**config.mk**
```make
export PLATFORM = sky130hd
export DESIGN_NAME = pbcs_update
export DESIGN_NICKNAME = d
export VERILOG_FILES = /design/src/rtl/pbcs_pkg.sv /design/src/rtl/pbcs_update.sv
export SDC_FILE = /design/constraint.sdc
export NUM_CORES = 1
export LEC_CHECK = 0
export ABC_CLOCK_PERIOD_IN_PS = 3520
export BUFFER_PORTS_ARGS = -buffer_cell sky130_fd_sc_hd__clkbuf_2
export CORE_MARGIN = 4
export CORE_UTILIZATION = 53
export DETAILED_ROUTE_END_ITERATION = 12
export GPL_TIMING_DRIVEN = 0
export MAX_ROUTING_LAYER = met4
export PLACE_DENSITY = 0.91
export SYNTH_ARGS = -nofsm -noshare
export SYNTH_HDL_FRONTEND = slang
export SYNTH_SLANG_ARGS = --single-unit
```
**constraint.sdc**
```tcl
create_clock -name vclk -period 3.52
set_input_delay 0.352 -clock vclk [all_inputs]
set_output_delay 0.352 -clock vclk [all_outputs]
set_load 0.02 [all_outputs]
```
**src/rtl/pbcs_pkg.sv**
```systemverilog
`default_nettype none

package pbcs_pkg;

    // transaction kinds
    localparam logic [1:0] KIND_WRITE = 2'd0;
    localparam logic [1:0] KIND_READ  = 2'd1;
    localparam logic [1:0] KIND_APM   = 2'd2;

    // function numbers
    localparam logic [2:0] FUNC_BRIDGE = 3'd0;
    localparam logic [2:0] FUNC_IDE    = 3'd1;

    // configuration space geometry
    localparam int CFG_DEPTH = 512;
    localparam int CFG_AW    = 9;

    // byte offsets used by more than one file
    localparam logic [7:0] ADDR_CMD     = 8'h04;
    localparam logic [7:0] ADDR_STATUS  = 8'h07;
    localparam logic [7:0] ADDR_BM_LO   = 8'h20;
    localparam logic [7:0] ADDR_BM_HI   = 8'h21;
    localparam logic [7:0] ADDR_IDE_PRI = 8'h41;
    localparam logic [7:0] ADDR_IDE_SEC = 8'h43;
    localparam logic [7:0] ADDR_DMA     = 8'h4c;
    localparam logic [7:0] ADDR_ISA     = 8'h6a;
    localparam logic [7:0] ADDR_SMI_EN  = 8'ha2;
    localparam logic [7:0] ADDR_SMI_STS = 8'haa;

    typedef struct packed {
        logic [1:0] kind;
        logic [2:0] func;
        logic [7:0] addr;
        logic [7:0] data;
    } item_t;

    typedef struct packed {
        logic [7:0]  read_data;
        logic        smi_pulse;
        logic        route_valid;
        logic [2:0]  route_line;
        logic [3:0]  route_irq;
        logic        dma_alias_on;
        logic [2:0]  isa_divisor;
        logic        ide_primary_on;
        logic        ide_secondary_on;
        logic        bus_master_on;
        logic [15:0] bus_master_base;
    } result_t;

    // per-transaction event fields
    typedef struct packed {
        logic [7:0] rd;
        logic       smi;
        logic       rv;
        logic [2:0] rl;
        logic [3:0] ri;
    } event_t;

    // write-back decision from the update logic
    typedef struct packed {
        logic       we;
        logic [7:0] wbyte;
        event_t     ev;
    } upd_t;

    // reset image, function 1 lives at offset 256
    function automatic logic [7:0] reset_byte(input logic [CFG_AW-1:0] a);
        logic [7:0] b;
        b = 8'h00;
        unique case (a)
            9'h000: b = 8'h86;
            9'h001: b = 8'h80;
            9'h002: b = 8'h2e;
            9'h003: b = 8'h12;
            9'h004: b = 8'h07;
            9'h007: b = 8'h02;
            9'h008: b = 8'h02;
            9'h00a: b = 8'h01;
            9'h00b: b = 8'h06;
            9'h00e: b = 8'h80;
            9'h04c: b = 8'h4d;
            9'h04e: b = 8'h03;
            9'h060: b = 8'h80;
            9'h061: b = 8'h80;
            9'h062: b = 8'h80;
            9'h063: b = 8'h80;
            9'h069: b = 8'h02;
            9'h070: b = 8'h80;
            9'h071: b = 8'h80;
            9'h076: b = 8'h0c;
            9'h077: b = 8'h0c;
            9'h0a0: b = 8'h08;
            9'h0a8: b = 8'h0f;
            9'h100: b = 8'h86;
            9'h101: b = 8'h80;
            9'h102: b = 8'h30;
            9'h103: b = 8'h12;
            9'h106: b = 8'h80;
            9'h107: b = 8'h02;
            9'h108: b = 8'h02;
            9'h109: b = 8'h80;
            9'h10a: b = 8'h01;
            9'h10b: b = 8'h01;
            9'h120: b = 8'h01;
            default: b = 8'h00;
        endcase
        return b;
    endfunction

    // irq number from a routing byte, 0 when disabled or not routable
    function automatic logic [3:0] irq_of(input logic [7:0] b);
        logic [3:0] v;
        logic       ok;
        v  = b[3:0];
        ok = ((v >= 4'd3) && (v <= 4'd7)) || ((v >= 4'd9) && (v <= 4'd12))
             || (v >= 4'd14);
        return (b[7] && ok) ? v : 4'd0;
    endfunction

endpackage

`default_nettype wire

```
**src/rtl/pbcs_update.sv**
```systemverilog
`default_nettype none

module pbcs_update
    import pbcs_pkg::*;
(
    input  wire item_t      item,
    input  wire logic [7:0] old_byte,
    input  wire logic       smi_en,
    output upd_t            upd
);

    logic [7:0] v;

    assign v = item.data;

    // per-address write rules and event fields
    always_comb
    begin
        upd = '0;
        unique case (item.kind)
            KIND_WRITE:
            begin
                if (item.func == FUNC_BRIDGE)
                begin
                    upd.we = 1'b1;
                    unique case (item.addr)
                        ADDR_CMD:    upd.wbyte = (v & 8'h08) | 8'h07;
                        ADDR_STATUS: upd.wbyte = old_byte & ~(v & 8'h38);
                        8'h4e:       upd.wbyte = v & 8'hf7;
                        8'h60, 8'h61, 8'h62, 8'h63:
                        begin
                            upd.wbyte  = v & 8'h8f;
                            upd.ev.rv  = 1'b1;
                            upd.ev.rl  = {1'b0, item.addr[1:0]};
                            upd.ev.ri  = irq_of(v & 8'h8f);
                        end
                        8'h69:       upd.wbyte = v & 8'hfa;
                        ADDR_ISA:    upd.wbyte = v & 8'h03;
                        8'h70, 8'h71:
                        begin
                            upd.wbyte  = v & 8'hcf;
                            upd.ev.rv  = 1'b1;
                            upd.ev.rl  = {2'b10, item.addr[0]};
                            upd.ev.ri  = irq_of(v & 8'hcf);
                        end
                        8'h76, 8'h77: upd.wbyte = v & 8'h8f;
                        8'ha0:        upd.wbyte = v & 8'h1f;
                        ADDR_SMI_EN:  upd.wbyte = v;
                        8'ha4:        upd.wbyte = v & 8'hf9;
                        8'ha7:        upd.wbyte = v & 8'he0;
                        ADDR_SMI_STS: upd.wbyte = old_byte | v;
                        ADDR_DMA, 8'h78, 8'h79, 8'ha5, 8'ha8, 8'hae:
                            upd.wbyte = v;
                        default:      upd.we = 1'b0;
                    endcase
                end
                else if (item.func == FUNC_IDE)
                begin
                    upd.we = 1'b1;
                    unique case (item.addr)
                        ADDR_CMD:    upd.wbyte = (v & 8'h05) | 8'h02;
                        ADDR_STATUS: upd.wbyte = old_byte & ~(v & 8'h38);
                        8'h0d:       upd.wbyte = v & 8'hf0;
                        ADDR_IDE_PRI, ADDR_IDE_SEC: upd.wbyte = v & 8'hb3;
                        ADDR_BM_LO, ADDR_BM_HI, 8'h40, 8'h42: upd.wbyte = v;
                        default:     upd.we = 1'b0;
                    endcase
                end
            end
            KIND_READ:
            begin
                if ((item.func == FUNC_BRIDGE) || (item.func == FUNC_IDE))
                begin
                    upd.ev.rd = old_byte;
                end
                else
                begin
                    upd.ev.rd = 8'hff;
                end
            end
            KIND_APM:
            begin
                // apm port sets the smi status bit when enabled
                if (smi_en)
                begin
                    upd.we     = 1'b1;
                    upd.wbyte  = old_byte | 8'h80;
                    upd.ev.smi = 1'b1;
                end
            end
            default:
            begin
                upd = '0;
            end
        endcase
    end

endmodule

`default_nettype wire

```
==> results.yml <==
status:
  status: "finished clean"
final_layout:
  fin_nets: 258
  layout_common_cells: "clkbuf_2, nand2_1, nor2_1"
  antenna-diode-count: 0
  seq_cell_count: 0
  area_growth_pct: 27.3
  n_fill_cell: 191
  drive_gt1_share_pct: 30.5
  register_area_um2: 0
  nClkBuffers: 0
  fin_util_pct: 71.5
  multi_input_area_um2: 1030
  final_common_cell: "clkbuf_2"
critical_path:
  crit_buf_inv: 2
  path_common_cell: "clkbuf_2"
  path_cells: "clkbuf_2, nor4_2, nand3_1, o21ai_0, a32oi_1, a221oi_1, clkbuf_2"
  slowest_stage: "nor4_2"
  cp.arrival_ps: 2300
  critical_path.top_delay_family: "simple AND/OR/NAND/NOR gates"
  crit_path_start_kind: "primary input"
  critPathRequiredTime_ps: 3170
  critPathLaunch: "item[13]"
  cp-end-kind: "primary output"
  path_max_fanout: 9
  endpoint: "upd[17]"
  cp.depth: 7
  worstSetupPathType: "primary input to primary output"
  slowest_delay_ps: 520
sta:
  drv_slew: 0
  period_share_pct: 75.3
  rsz0062_at_grt: "false"
  timing.setup.tns_ps: 0
  setup_viol_count_final: 0
  finalHoldViolations: 0
  holdWs_ps: 1090
  fin_crit_ps: 2650
  worst_pin_slew_ps: 548
  max_slew_margin_pct: 63.1
  fmax_mhz: 377
die:
  chipWidth_um: 53.8
  dieHeight_um: 53.8
  boundaryPins: 56
  row_count: 16
  core-area_um2: 1980
  die_area_um2: 2900
  initial_utilization_pct: 56.2
detailed_routing:
  firstDrtPassIters: 4
  via_per_inst: 6.40
  drc: 0
  wl_per_cell_um: 16.2
  drt_iter0_markers: 99
  antenna_left: 0
  route.vias.total: 1619
  wirelength_um: 4090
hold_path:
  hp-class: "primary input to primary output"
  whs_path_depth: 4
global_route:
  grt_antenna_before_repair: 0
  grt_pass1_wl_um: 6400
  grt_pass1_vias: 1433
  grt-ovfl-total: 0
  grt_max_degree: 11
  grt_usage_pct: 29.4
logic_synthesis:
  synth.net_count: 202
  syn_avg_cell_area_um2: 6.47
  ys_seq_area_share_pct: 0
  synth_top_area_share_pct: 5.73
  syn_area_um2: 1110
  yosys.area.top_type: "nand2_1"
  synth_cells: 172
  yosys_warnings: 0
  synth.area.top_cells: "nand2_1, a221oi_1, o21a_1"
  synth.distinct_cells: 55
pwr:
  finalPower_mw: 0.130
  peakVddDrop_mv: 0.0711
  p_leak_nw: 0.658
  powerDensity_nw_per_um2: 91.6
placement:
  post-dp-hpwl_um: 3300
  port_buffers: 54
  globalplace.congestion: 0.981
clocking:
  post-cts-setup-buffers: 0
  cts_hold_buf: 0
  ctsResizeCount: 0
job:
  max_cap_viol_count: 0
==> area by class of cell <==
type | instances | share of cell area [%]
Buffer | 11 | 5.03
Inverter | 4 | 1.06
Multi-Input combinational cell | 157 | 72.5
Tap cell | 27 | 2.38
Timing Repair Buffer | 54 | 19.1
==> cells in the mapped netlist, types with 2 or more instances <==
cell type / n
o21ai_0: 11
buf_6: 3
a31oi_1: 2
a21oi_1: 10
nor2_1: 12
nor3_1: 3
nand3_1: 4
nor2b_1: 6
a311oi_1: 2
a221oi_1: 7
and3_1: 5
o21a_1: 8
inv_1: 4
o22ai_1: 2
a21o_1: 3
or4_4: 2
and2_1: 8
a211oi_1: 4
a32oi_1: 2
xor2_1: 2
o211ai_1: 6
buf_2: 3
nand2_1: 17
o211a_1: 2
nand4_1: 2
o31ai_1: 4
clkbuf_1: 4
nand2b_1: 5
or3_1: 3
==> cells by family (layout without fill, tap and decap cells) <==
group / after synthesis / in the layout / synth area share [%]
adders and majority gates: 1 / 1 / 0.899
and+or+nand+nor: 83 / 83 / 44.2
buffers and inverters: 15 / 69 / 7.75
AOI/OAI and AO/OA: 71 / 71 / 45.6
xor gates and xnor gates: 2 / 2 / 1.57
==> worst min path at each step <==
stage                   end  slack [ps]   startpoint
floorplan            upd[8]         870       smi_en
global placement    upd[21]        1080  old_byte[4]
detailed placement  upd[21]        1080  old_byte[4]
CTS                 upd[21]        1080  old_byte[4]
global route        upd[15]        1110  old_byte[6]
finish              upd[21]        1090  old_byte[4]
==> worst min-delay path: stages <==
cell and delay (ps):
clkbuf_2 110, nand2_1 60, a311oi_1 70, clkbuf_2 150
==> through the flow <==
step	std cells	worst slack (ps)	area [um2]
2_1_floorplan	172	946	1110
3_3_place_gp	253	858	1420
3_5_place_dp	253	902	1420
4_1_cts	253	910	1420
5_1_grt	253	571	1420
6_report	253	868	1420
==> where the power goes <==
part | total [mW] | switching, mW | leakage (nW) | internal, mW
logic | 0.130 | 0.0800 | 0.658 | 0.0499
registers | 0 | 0 | 0 | 0
clock network | 0 | 0 | 0 | 0
total | 0.130 | 0.0800 | 0.658 | 0.0499
==> per-layer routing <==
metal	global-route usage [%]	wire length, um	vias to the layer above
met1	41.7	1760	717
met3	1.11	330	14
li1	-	-	787
met2	47.0	1910	101
met4	3.83	90	0
met5	-	0	-
(Power assumes the default switching activity.)
